[config.mk]
export PLATFORM = sky130hd
export DESIGN_NAME = process_table_round_robin_core
export DESIGN_NICKNAME = d
export VERILOG_FILES = /design/src/rtl/ptrr_pkg.sv /design/src/rtl/ptrr_ram.sv /design/src/rtl/process_table_round_robin_core.sv
export SDC_FILE = /design/constraint.sdc
export NUM_CORES = 1
export LEC_CHECK = 0
export BUFFER_PORTS_ARGS = -buffer_cell sky130_fd_sc_hd__buf_4
export CORE_UTILIZATION = 27
export DETAILED_ROUTE_END_ITERATION = 8
export SETUP_SLACK_MARGIN = 0.5
export SYNTH_ARGS = -nofsm -noshare
export SYNTH_HDL_FRONTEND = slang
export SYNTH_HIERARCHICAL = 1
export SYNTH_SLANG_ARGS = --single-unit
[constraint.sdc]
create_clock -name clk -period 17.9 [get_ports clk]
set_input_delay 0.895 -clock clk [delete_from_list [all_inputs] [get_ports clk]]
set_output_delay 0.895 -clock clk [all_outputs]
set_load 0.02 [all_outputs]
[src/rtl/ptrr_pkg.sv]
package ptrr_pkg;

    // Table size used when the top level is not overridden
    localparam int NUM_SLOTS_DEF = 16;

    // Field widths of the request and result items
    localparam int FUNC_W     = 2;
    localparam int SP_W       = 32;
    localparam int PID_W      = 32;
    localparam int CODE_W     = 32;
    localparam int SLOT_OUT_W = 4;
    localparam int LIVE_OUT_W = 5;

    // Operation codes
    localparam logic [FUNC_W-1:0] FN_CREATE = 2'd0;
    localparam logic [FUNC_W-1:0] FN_EXIT   = 2'd1;
    localparam logic [FUNC_W-1:0] FN_YIELD  = 2'd2;
    localparam logic [FUNC_W-1:0] FN_QUERY  = 2'd3;

    // Slot states as stored in the state memory
    localparam int ST_W = 2;
    localparam logic [ST_W-1:0] ST_UNUSED  = 2'd0;
    localparam logic [ST_W-1:0] ST_READY   = 2'd1;
    localparam logic [ST_W-1:0] ST_RUNNING = 2'd2;
    localparam logic [ST_W-1:0] ST_ZOMBIE  = 2'd3;

    typedef struct packed {
        logic [FUNC_W-1:0]        func;
        logic [SP_W-1:0]          new_task_sp;
        logic [SP_W-1:0]          current_sp;
        logic signed [CODE_W-1:0] exit_status;
    } req_t;

    typedef struct packed {
        logic                  ok;
        logic [SLOT_OUT_W-1:0] new_slot;
        logic [PID_W-1:0]      new_pid;
        logic                  switched;
        logic [SLOT_OUT_W-1:0] prev_slot;
        logic [SLOT_OUT_W-1:0] next_slot;
        logic [SP_W-1:0]       next_sp;
        logic [LIVE_OUT_W-1:0] live_count;
    } resp_t;

endpackage

[src/rtl/ptrr_ram.sv]
module ptrr_ram #(
    parameter int WIDTH  = ptrr_pkg::SP_W,
    parameter int DEPTH  = ptrr_pkg::NUM_SLOTS_DEF,
    parameter int ADDR_W = $clog2(DEPTH)
) (
    input  logic              clk,
    input  logic              we,
    input  logic [ADDR_W-1:0] waddr,
    input  logic [WIDTH-1:0]  wdata,
    input  logic [ADDR_W-1:0] raddr,
    output logic [WIDTH-1:0]  rdata
);

    logic [WIDTH-1:0] mem [DEPTH];
    logic [WIDTH-1:0] rdata_reg;

    // Write one entry, read one entry with registered data
    always_ff @(posedge clk)
    begin
        if (we)
        begin
            mem[waddr] <= wdata;
        end
        rdata_reg <= mem[raddr];
    end

    assign rdata = rdata_reg;

endmodule

[src/rtl/process_table_round_robin_core.sv]
// Channel | Handshake            | Payload               | Moves
// req     | req_valid/req_stall  | ptrr_pkg::req_t       | one operation request in
// resp    | resp_valid/resp_stall| ptrr_pkg::resp_t      | one result out per request
//
// Create and query pass from acceptance straight to S_DONE; exit and yield go
// through S_SCAN, S_DECIDE and, on a switch, S_SW2, the slot scan reading the
// state memory one entry a cycle. One request is worked on at a time.
// Reset leaves slot 0 running and all other slots unused, with no clearing pass:
// slots at or above the allocation pointer read as unused.
// A result waits in the output register while resp_stall is high; the next
// request is still taken and processed up to the point where its result is due.
module process_table_round_robin_core #(
    parameter int NUM_SLOTS = ptrr_pkg::NUM_SLOTS_DEF
) (
    input  logic            clk,
    input  logic            rst_n,
    input  logic            req_valid,
    output logic            req_stall,
    input  ptrr_pkg::req_t  req_data,
    output logic            resp_valid,
    input  logic            resp_stall,
    output ptrr_pkg::resp_t resp_data
);

    localparam int SLOT_W = $clog2(NUM_SLOTS);
    localparam int CNT_W  = $clog2(NUM_SLOTS + 1);

    typedef enum logic [2:0] {
        S_IDLE,
        S_SCAN,
        S_DECIDE,
        S_SW2,
        S_DONE
    } fsm_t;

    // Control state
    fsm_t                      state_reg, state_next;
    logic [SLOT_W-1:0]         cur_reg, cur_next;
    logic                      cur_zombie_reg, cur_zombie_next;
    logic [CNT_W-1:0]          free_reg, free_next;
    logic [ptrr_pkg::PID_W-1:0] next_id_reg, next_id_next;
    logic [CNT_W-1:0]          live_reg, live_next;
    logic                      st0_wr_reg, st0_wr_next;
    logic                      sp0_wr_reg, sp0_wr_next;
    logic                      out_vld_reg, out_vld_next;
    logic                      rvld_reg, rvld_next;
    logic [CNT_W-1:0]          cnt_reg, cnt_next;
    logic [SLOT_W-1:0]         iss_reg, iss_next;

    // Payload state
    ptrr_pkg::resp_t           res_reg, res_next;
    ptrr_pkg::resp_t           out_data_reg, out_data_next;
    logic [ptrr_pkg::SP_W-1:0] csp_reg, csp_next;
    logic [SLOT_W-1:0]         nxt_reg, nxt_next;
    logic [ptrr_pkg::ST_W-1:0] nxt_st_reg, nxt_st_next;
    logic [ptrr_pkg::ST_W-1:0] st0_seen_reg, st0_seen_next;
    logic [SLOT_W-1:0]         ridx_reg, ridx_next;
    logic                      rlast_reg, rlast_next;
    logic                      rovr_un_reg, rovr_un_next;
    logic                      rovr_r0_reg, rovr_r0_next;

    // Memory ports
    logic                      st_we;
    logic [SLOT_W-1:0]         st_waddr;
    logic [ptrr_pkg::ST_W-1:0] st_wdata;
    logic [SLOT_W-1:0]         st_raddr;
    logic [ptrr_pkg::ST_W-1:0] st_rdata;
    logic                      sp_we;
    logic [SLOT_W-1:0]         sp_waddr;
    logic [ptrr_pkg::SP_W-1:0] sp_wdata;
    logic [SLOT_W-1:0]         sp_raddr;
    logic [ptrr_pkg::SP_W-1:0] sp_rdata;

    logic [ptrr_pkg::ST_W-1:0] eff_st;
    logic [ptrr_pkg::SP_W-1:0] eff_sp;
    logic [SLOT_W-1:0]         iss_wrap;
    logic [SLOT_W-1:0]         cur_wrap;
    logic [SLOT_W-1:0]         free_idx;

    ptrr_ram #(
        .WIDTH (ptrr_pkg::ST_W),
        .DEPTH (NUM_SLOTS)
    ) u_state_ram (
        .clk   (clk),
        .we    (st_we),
        .waddr (st_waddr),
        .wdata (st_wdata),
        .raddr (st_raddr),
        .rdata (st_rdata)
    );

    ptrr_ram #(
        .WIDTH (ptrr_pkg::SP_W),
        .DEPTH (NUM_SLOTS)
    ) u_sp_ram (
        .clk   (clk),
        .we    (sp_we),
        .waddr (sp_waddr),
        .wdata (sp_wdata),
        .raddr (sp_raddr),
        .rdata (sp_rdata)
    );

    // Step slot indexes forward with wrap
    assign iss_wrap = (iss_reg == SLOT_W'(NUM_SLOTS - 1)) ? '0 : SLOT_W'(iss_reg + 1'b1);
    assign cur_wrap = (cur_reg == SLOT_W'(NUM_SLOTS - 1)) ? '0 : SLOT_W'(cur_reg + 1'b1);
    assign free_idx = free_reg[SLOT_W-1:0];

    // Replace never-written entries by their reset value
    assign eff_st = rovr_un_reg ? ptrr_pkg::ST_UNUSED :
                    rovr_r0_reg ? ptrr_pkg::ST_RUNNING : st_rdata;
    assign eff_sp = (((nxt_reg == '0) && !sp0_wr_reg) ||
                     ((nxt_reg != '0) && (CNT_W'(nxt_reg) >= free_reg))) ? '0 : sp_rdata;

    always_comb
    begin
        state_next      = state_reg;
        cur_next        = cur_reg;
        cur_zombie_next = cur_zombie_reg;
        free_next       = free_reg;
        next_id_next    = next_id_reg;
        live_next       = live_reg;
        st0_wr_next     = st0_wr_reg;
        sp0_wr_next     = sp0_wr_reg;
        out_vld_next    = out_vld_reg;
        cnt_next        = cnt_reg;
        iss_next        = iss_reg;
        res_next        = res_reg;
        out_data_next   = out_data_reg;
        csp_next        = csp_reg;
        nxt_next        = nxt_reg;
        nxt_st_next     = nxt_st_reg;
        st0_seen_next   = st0_seen_reg;

        rvld_next       = 1'b0;
        rlast_next      = 1'b0;
        ridx_next       = iss_reg;
        rovr_un_next    = (iss_reg != '0) && (CNT_W'(iss_reg) >= free_reg);
        rovr_r0_next    = (iss_reg == '0) && !st0_wr_reg;

        st_we    = 1'b0;
        st_waddr = cur_reg;
        st_wdata = ptrr_pkg::ST_READY;
        st_raddr = iss_reg;
        sp_we    = 1'b0;
        sp_waddr = cur_reg;
        sp_wdata = csp_reg;
        sp_raddr = nxt_reg;

        // Drain the output register
        if (out_vld_reg && !resp_stall)
        begin
            out_vld_next = 1'b0;
        end

        case (state_reg)
            S_IDLE:
            begin
                if (req_valid)
                begin
                    res_next.ok        = 1'b1;
                    res_next.new_slot  = '0;
                    res_next.new_pid   = '0;
                    res_next.switched  = 1'b0;
                    res_next.prev_slot = ptrr_pkg::SLOT_OUT_W'(cur_reg);
                    res_next.next_slot = ptrr_pkg::SLOT_OUT_W'(cur_reg);
                    res_next.next_sp   = '0;
                    res_next.live_count = '0;
                    csp_next = req_data.current_sp;
                    iss_next = cur_wrap;
                    cnt_next = '0;
                    case (req_data.func)
                        ptrr_pkg::FN_CREATE:
                        begin
                            // Take the allocation pointer slot if any is left and the new pointer is nonzero
                            if ((free_reg != CNT_W'(NUM_SLOTS)) &&
                                (req_data.new_task_sp != '0))
                            begin
                                st_we    = 1'b1;
                                st_waddr = free_idx;
                                st_wdata = ptrr_pkg::ST_READY;
                                sp_we    = 1'b1;
                                sp_waddr = free_idx;
                                sp_wdata = req_data.new_task_sp;
                                res_next.new_slot = ptrr_pkg::SLOT_OUT_W'(free_idx);
                                res_next.new_pid  = next_id_reg;
                                next_id_next = next_id_reg + 1'b1;
                                free_next    = CNT_W'(free_reg + 1'b1);
                                live_next    = CNT_W'(live_reg + 1'b1);
                            end
                            else
                            begin
                                res_next.ok = 1'b0;
                            end
                            state_next = S_DONE;
                        end
                        ptrr_pkg::FN_EXIT:
                        begin
                            // Mark the current slot as a zombie, then schedule
                            st_we    = 1'b1;
                            st_waddr = cur_reg;
                            st_wdata = ptrr_pkg::ST_ZOMBIE;
                            if (cur_reg == '0)
                            begin
                                st0_wr_next = 1'b1;
                            end
                            if (!cur_zombie_reg)
                            begin
                                live_next = CNT_W'(live_reg - 1'b1);
                            end
                            cur_zombie_next = 1'b1;
                            state_next = S_SCAN;
                        end
                        ptrr_pkg::FN_YIELD:
                        begin
                            state_next = S_SCAN;
                        end
                        default:
                        begin
                            state_next = S_DONE;
                        end
                    endcase
                end
            end

            S_SCAN:
            begin
                // Issue one state read a cycle, starting after the current slot
                if (cnt_reg != CNT_W'(NUM_SLOTS))
                begin
                    st_raddr   = iss_reg;
                    rvld_next  = 1'b1;
                    rlast_next = (cnt_reg == CNT_W'(NUM_SLOTS - 1));
                    iss_next   = iss_wrap;
                    cnt_next   = CNT_W'(cnt_reg + 1'b1);
                end
                // Check the returning entry
                if (rvld_reg)
                begin
                    if (ridx_reg == '0)
                    begin
                        st0_seen_next = eff_st;
                    end
                    if (eff_st == ptrr_pkg::ST_READY)
                    begin
                        nxt_next    = ridx_reg;
                        nxt_st_next = ptrr_pkg::ST_READY;
                        rvld_next   = 1'b0;
                        state_next  = S_DECIDE;
                    end
                    else if (rlast_reg)
                    begin
                        // No ready slot: fall back to the idle task
                        nxt_next    = '0;
                        nxt_st_next = (ridx_reg == '0) ? eff_st : st0_seen_reg;
                        rvld_next   = 1'b0;
                        state_next  = S_DECIDE;
                    end
                end
            end

            S_DECIDE:
            begin
                if (nxt_reg == cur_reg)
                begin
                    state_next = S_DONE;
                end
                else
                begin
                    // Save the outgoing pointer and demote a running task
                    sp_we    = 1'b1;
                    sp_waddr = cur_reg;
                    sp_wdata = csp_reg;
                    if (cur_reg == '0)
                    begin
                        sp0_wr_next = 1'b1;
                    end
                    if (!cur_zombie_reg)
                    begin
                        st_we    = 1'b1;
                        st_waddr = cur_reg;
                        st_wdata = ptrr_pkg::ST_READY;
                        if (cur_reg == '0)
                        begin
                            st0_wr_next = 1'b1;
                        end
                    end
                    sp_raddr = nxt_reg;
                    if ((nxt_st_reg == ptrr_pkg::ST_UNUSED) ||
                        (nxt_st_reg == ptrr_pkg::ST_ZOMBIE))
                    begin
                        live_next = CNT_W'(live_reg + 1'b1);
                    end
                    state_next = S_SW2;
                end
            end

            S_SW2:
            begin
                // Make the next slot running and report its pointer
                st_we    = 1'b1;
                st_waddr = nxt_reg;
                st_wdata = ptrr_pkg::ST_RUNNING;
                if (nxt_reg == '0)
                begin
                    st0_wr_next = 1'b1;
                end
                res_next.switched  = 1'b1;
                res_next.next_slot = ptrr_pkg::SLOT_OUT_W'(nxt_reg);
                res_next.next_sp   = eff_sp;
                cur_next        = nxt_reg;
                cur_zombie_next = 1'b0;
                state_next      = S_DONE;
            end

            S_DONE:
            begin
                // Hand the result over once the output register is free
                if (!out_vld_reg || !resp_stall)
                begin
                    out_vld_next  = 1'b1;
                    out_data_next = res_reg;
                    out_data_next.live_count = ptrr_pkg::LIVE_OUT_W'(live_reg);
                    state_next    = S_IDLE;
                end
            end

            default:
            begin
                state_next = S_IDLE;
            end
        endcase
    end

    // State machine and control registers
    always_ff @(posedge clk or negedge rst_n)
    begin
        if (!rst_n)
        begin
            state_reg      <= S_IDLE;
            cur_reg        <= '0;
            cur_zombie_reg <= 1'b0;
            free_reg       <= CNT_W'(1);
            next_id_reg    <= ptrr_pkg::PID_W'(1);
            live_reg       <= CNT_W'(1);
            st0_wr_reg     <= 1'b0;
            sp0_wr_reg     <= 1'b0;
            out_vld_reg    <= 1'b0;
            rvld_reg       <= 1'b0;
            cnt_reg        <= '0;
            iss_reg        <= '0;
        end
        else
        begin
            state_reg      <= state_next;
            cur_reg        <= cur_next;
            cur_zombie_reg <= cur_zombie_next;
            free_reg       <= free_next;
            next_id_reg    <= next_id_next;
            live_reg       <= live_next;
            st0_wr_reg     <= st0_wr_next;
            sp0_wr_reg     <= sp0_wr_next;
            out_vld_reg    <= out_vld_next;
            rvld_reg       <= rvld_next;
            cnt_reg        <= cnt_next;
            iss_reg        <= iss_next;
        end
    end

    // Payload registers
    always_ff @(posedge clk)
    begin
        res_reg      <= res_next;
        out_data_reg <= out_data_next;
        csp_reg      <= csp_next;
        nxt_reg      <= nxt_next;
        nxt_st_reg   <= nxt_st_next;
        st0_seen_reg <= st0_seen_next;
        ridx_reg     <= ridx_next;
        rlast_reg    <= rlast_next;
        rovr_un_reg  <= rovr_un_next;
        rovr_r0_reg  <= rovr_r0_next;
    end

    assign req_stall  = (state_reg != S_IDLE);
    assign resp_valid = out_vld_reg;
    assign resp_data  = out_data_reg;

    // Live tasks never outnumber allocated slots
    a_live_bound: assert property (@(posedge clk) disable iff (!rst_n)
        live_reg <= free_reg)
        else $error("live count exceeds allocated slots");

    // The current slot is always the idle task or an allocated slot
    a_cur_alloc: assert property (@(posedge clk) disable iff (!rst_n)
        (cur_reg == '0) || (CNT_W'(cur_reg) < free_reg))
        else $error("current slot was never allocated");

    // A switch always moves to a different slot
    a_switch_moves: assert property (@(posedge clk) disable iff (!rst_n)
        (state_reg == S_SW2) |-> (nxt_reg != cur_reg))
        else $error("switch to the current slot");

    // The resumed pointer comes from a written entry
    a_sp_written: assert property (@(posedge clk) disable iff (!rst_n)
        (state_reg == S_SW2) |->
            (((nxt_reg == '0) && sp0_wr_reg) || (CNT_W'(nxt_reg) < free_reg)))
        else $error("resumed pointer read from an unwritten entry");

endmodule
**After elaboration in Yosys (flattened, before gate mapping)**

Memory sizes are Yosys's and may differ from the RTL's. A register that Yosys moved wholly into a read port is not among the register bits.
Index checks and enable logic that the tools add are counted.

- Output and inout port bits: 85
- Logic and storage cells: 195
- Bits in latches: 0
- Input bits: 102
- RAM bits: 544
- Memories: 2
- Memory bits (read-only): 0
- Bits in registers: 271

Memory list:

| memory | words | bits a word | rd ports | clocked after Yosys merged registers in | write ports | line | source |
|---|---|---|---|---|---|---|---|
| u_sp_ram.mem | 16 | 32 | 1 | 1 | 1 | ptrr_ram.sv:14 | `logic [WIDTH-1:0] mem [DEPTH];` |
| u_state_ram.mem | 16 | 2 | 1 | 1 | 1 | ptrr_ram.sv:14 |  |

- Divide/modulo/power cells: 0
- Add/subtract/negate cells: 7
- Magnitude comparators: 2
- Bitwise logic cells: 1
- Mux-type cells: 77
- Multipliers: 0
- Reduce and logical (&&, ||, !) cells: 44
- Equality and inequality tests: 27
- Shift-type cells: 0

Operators with widths:

| operator | number |
|---|---|
| 32-bit two-way mux | 5 |
| 36-bit case mux with 2 select lines | 1 |
| 46-bit two-way mux | 1 |
| 4-bit two-way mux | 10 |
| 5-bit two-way mux | 7 |
| 32-bit by 1-bit adder with 32-bit output (second input constant) | 1 |
| 32-bit nonzero test | 1 |
| 5-bit case mux with 2 select lines | 3 |
| 1-bit two-way mux | 27 |
| 3-bit two-way mux | 7 |
| 4-bit zero test | 4 |
| 2-bit != test (second input constant) | 8 |
| 4-bit case mux with 2 select lines | 2 |
| 5-bit by 1-bit adder with 5-bit output (second input constant) | 3 |
| 3-bit case mux with 5 select lines | 1 |
| 2-bit two-way mux | 6 |
| 2-bit AND reduction | 6 |
| 3-bit AND reduction | 4 |
| 4-bit by 5-bit greater-or-equal comparator with 1-bit output | 2 |
| 5-bit != test (second input constant) | 2 |
| 3-bit != test (second input constant) | 3 |
| 4-bit by 1-bit adder with 4-bit output (second input constant) | 2 |
| 4-bit equality test (second input constant) | 2 |
| 1-bit case mux with 2 select lines | 4 |
| other kinds (25) | 46 |

**Logic depth before layout (Yosys ltp)**

- Depth in word-level cells: 8
- Mapped depth: 11
- Gate-level depth less buffers: 9

**By module**

Netlist, hierarchy kept.

Modules (own cells, without submodules):

| module | area each (sq um) | seq. area each (sq um) | instances | cells each |
|---|---|---|---|---|
| ptrr_ram (u_sp_ram) | 19,854.0 | 16,015.4 | 1 | 838 |
| process_table_round_robin_core | 11,105.7 | 7,756.2 | 1 | 839 |
| ptrr_ram (u_state_ram) | 1,380.1 | 1,001.0 | 1 | 78 |

**Least setup slack after synthesis**

Ideal clock, no wire load.

- Kind: input to register
- From: in req_valid
- To: mem u_sp_ram/mem[0][0] (netlist name), enable pin
- Required time: 17,439 ps
- Setup slack: 10,259 ps
- Cell stages on the path: 8
- Arrival: 7,180 ps
- Path buffers: 2
- Library setup time: 461 ps
- Path through: nor4b_4 -> and3_1 -> o21a_2 -> buf_4 -> buf_4 -> o21ai_0 -> or3b_2 -> nor3_1

- Elaborated cells between the ends (all ways): 6
- Those cells by class: 6 x mux

RTL lines:

| what | line | source |
|---|---|---|
| start, declared | process_table_round_robin_core.sv:17 | `input logic req_valid,` |
| 4-bit two-way mux | process_table_round_robin_core.sv:159 | `if (req_valid)` |
| 4-bit two-way mux | -- |  |
| via sp_waddr[2] | process_table_round_robin_core.sv:69 | `logic [SLOT_W-1:0] sp_waddr;` |
| end, declared | ptrr_ram.sv:14 |  |

The timed path passes the listed nets, and every way through them passes these cells.

**Worst setup path in the final report**

- From: in req_data[82] (netlist name)
- To: mem u_sp_ram/mem[15][5] (netlist name), enable pin

- Elaborated cells between the ends (all ways): 12
- Those cells by class: 10 x mux; 2 x reduce/logical

RTL lines:

| what | line | source |
|---|---|---|
| start, declared | process_table_round_robin_core.sv:19 | `input ptrr_pkg::req_t req_data,` |
| 32-bit nonzero test | process_table_round_robin_core.sv:177 | `(req_data.new_task_sp != '0))` |
| 1-bit logical AND | process_table_round_robin_core.sv:176 | `if ((free_reg != CNT_W'(NUM_SLOTS)) &&` |
| 4-bit two-way mux | process_table_round_robin_core.sv:176 |  |
| 4-bit two-way mux | process_table_round_robin_core.sv:172 | `case (req_data.func)` |
| 4-bit two-way mux | process_table_round_robin_core.sv:159 |  |
| 4-bit two-way mux | -- |  |
| via sp_waddr[0] | process_table_round_robin_core.sv:69 |  |

The timed path passes the listed nets, and every way through them passes these cells.

==> impl_metrics.env <==
export IMPL_finalClockSkew_ps=25.15
export IMPL_synthXorXnorAreaFrac=0.01300
export IMPL_synthSimpleGateAreaFrac=0.06616
export IMPL_syn2layout_area_growth_pct=18.21
export IMPL_synth_top_area_cell="edfxtp_1"
export IMPL_synthArstFlopShare=0.07420
export IMPL_die_width_um=348.1
export IMPL_worstMarginPinSlew_ps=1226
export IMPL_cts_made_buffers=85
export IMPL_end_kind="flip-flop"
export IMPL_slew_headroom=0.1739
export IMPL_hp_class="in2async"
export IMPL_yosysWarnings=6
export IMPL_cts_tree="done"
export IMPL_cts_sinks=849
export IMPL_r2r_end="u_sp_ram/mem[10][5]$_DFFE_PP_"
export IMPL_wire_per_inst_um=20.80
export IMPL_grt_max_degree=91
export IMPL_power_density_nw_per_um2=135.9
export IMPL_design_area_um2=38230
export IMPL_drc=0
export IMPL_grt_pass1_wl_mm=111.9
export IMPL_antenna_found_initial=2
export IMPL_h_tree_depth=3
export IMPL_setup_viol=0
export IMPL_grt_overflow=0
export IMPL_clk_latency_ps=650
export IMPL_synth_edf_count=745
export IMPL_die_area_um2=121200
export IMPL_cts_buffer_depth=3
export IMPL_syn_nets=1879
export IMPL_start_util=0.2731
export IMPL_fin_crit_sh=0.3116
export IMPL_dp_cells=3462
export IMPL_placed_area_um2=35440
export IMPL_cap_violations=0
export IMPL_critical_path_class="in2reg"
export IMPL_clk_pin_slew_worst_paths_ps=60
export IMPL_rsz0062_at_grt="no"
export IMPL_ys_types=68
export IMPL_tns_ps=0
export IMPL_fp_dieH_um=348.1
export IMPL_crit_chain="buf_4, nor4_1, nand4_1, o21a_2, buf_4, o21ai_0, nand2_1, nor2_2, buf_4"
export IMPL_yosysTopAreaCellShare=0.6918
export IMPL_wl_mm=75.32
export IMPL_largest_register_ffs=512
export IMPL_hold_buffers=0
export IMPL_cp_arrival_ps=5860
export IMPL_drive_gt1_frac=0.2459
export IMPL_grt_pass1_vias=17212
export IMPL_first_iter_violations=1413
export IMPL_required_ps=18180
export IMPL_final_nets=2073
export IMPL_mappedNetlistArea_um2=32340
export IMPL_core_um2=118400
export IMPL_drtAntennaViolNets=0
export IMPL_reg2reg_slack_ps=12740
export IMPL_placementRows=126
export IMPL_r2r_start="state_reg[0]$_DFFE_PN0P_"
export IMPL_grt_use_total=0.1244
export IMPL_synthTopCellsByArea="edfxtp_1 (69%), mux4_2 (9.2%), dfrtp_1 (4.6%)"
export IMPL_drtPass1Iterations=5
export IMPL_port_buffers=154
export IMPL_post_cts_buffers=0
export IMPL_power_mw=5.196
export IMPL_crit_path_max_fanout=68
export IMPL_stdcell_count=3622
export IMPL_hpwlAfterDp_mm=43.49
export IMPL_via_per_inst=4.603
export IMPL_root_buffer="clkbuf_16"
export IMPL_start_kind="input port"
export IMPL_fmax_mhz=179.3
export IMPL_layout_commonest_cell="edfxtp_1"
export IMPL_postSynthCellCount=1755
export IMPL_post_cts_resized=0
export IMPL_ys_ff_latch=849
export IMPL_ir_drop_mv=0.06890
export IMPL_reg2reg_depth=9
export IMPL_yosysSeqAreaShare=0.7660
export IMPL_synth_fa_ha_area_frac=0.008512
export IMPL_synth_mux_area_fraction=0.09680
export IMPL_avgSynthCellArea_um2=18.43
export IMPL_io_pin_count=187
export IMPL_synth_top_family_by_area="multiplexers"
export IMPL_gp_congestion=0.7563
export IMPL_finalHoldViolations=0
export IMPL_slowest_stage="o21ai_0"
export IMPL_finalCriticalPeriod_ps=5577
export IMPL_final_cell_mix="edfxtp_1 (745), buf_4 (188), nand2_1 (181)"
export IMPL_synth_compound_area_share=0.03389
export IMPL_leakage_nw=12.85
export IMPL_slew_violations=0
export IMPL_cp_num_buf_inv=3
export IMPL_cp_common_cell="buf_4"
export IMPL_status="complete, no violations"
export IMPL_ys_dominant_reg_cell="edfxtp_1"
export IMPL_num_vias=16672
export IMPL_critical_path_top_delay_family="simple AND/OR/NAND/NOR gates"
export IMPL_max_stage_delay_ps=1060
## power by group
part           internal, mW  switching, mW  leakage (nW)  total (mW)
Combinational         0.234          0.535          3.56       0.768
Sequential             2.53          0.128          7.93        2.66
Clock                  1.01          0.752          1.36        1.76
## synth_stat cells (9+ instances only)
cell type,instances
a22oi_1,66
nor3_1,10
dfrtp_1,60
nand4_1,23
nand3_1,49
edfxtp_1,745
xnor2_1,26
buf_4,15
and2_1,46
buf_2,14
clkbuf_1,39
inv_1,22
nand2b_1,9
nor2_1,44
mux4_2,132
nand2_1,181
o21ai_0,20
a21oi_1,41
and3_1,10
buf_1,9
dfxtp_1,41
nor4_1,13
xor2_1,22
ha_1,22
## metrics by stage
step | worst slack, ps | utilization | hold WS, ps
floorplan | 10260 | - | 400.3
global placement | 11840 | 0.2993 | 409.4
detailed placement | 11600 | 0.2993 | 404.5
CTS | 12280 | 0.3229 | 379.2
global route | 12030 | 0.3229 | 389.9
finish | 12320 | 0.3229 | 389.9
## per-layer routing
layer	routed length, um	GRT usage	vias up	part of all wire
li1	-	-	7323	-
met1	33760	0.1719	8686	0.45
met2	35000	0.1961	548	0.46
met3	4941	0.02606	113	0.066
met4	1608	0.03695	2	0.021
met5	13	0	-	0.00017
## worst max path at each step
stage                             from                             to  slack, ps  cells past startpoint
final                     req_data[82]  u_sp_ram/mem[15][5]$_DFFE_PP_      12320                      9
after global routing      req_data[64]  u_sp_ram/mem[11][5]$_DFFE_PP_      12030                      9
after CTS                 req_data[82]  u_sp_ram/mem[11][5]$_DFFE_PP_      12280                      9
after detailed placement  req_data[82]  u_sp_ram/mem[15][3]$_DFFE_PP_      11600                      9
after global placement    req_data[82]  u_sp_ram/mem[11][4]$_DFFE_PP_      11840                      9
after floorplan              req_valid   u_sp_ram/mem[0][0]$_DFFE_PP_      10260                      8
## layout make-up
| type | instances | area (um^2) |
|---|---|---|
| Antenna cell | 1 | 2.502 |
| Clock buffer | 110 | 2291 |
| Clock inverter | 49 | 498.0 |
| Fill cell | 11286 | 80170 |
| Inverter | 23 | 86.33 |
| Multi-Input combinational cell | 801 | 7144 |
| Sequential cell | 849 | 24770 |
| Tap cell | 1600 | 2002 |
| Timing Repair Buffer | 189 | 1431 |
## cells by family (layout without fill, tap and decap cells)
kind of cell,Yosys count,after routing
xor gates and xnor gates,48,48
other,0,1
adders and majority gates,22,22
muxes,141,141
DFF,849,849
buffers and inverters,105,371
and+or+nand+nor,426,426
AOI/OAI and AO/OA,164,164
Note: power is estimated with default switching activity, not from simulation.
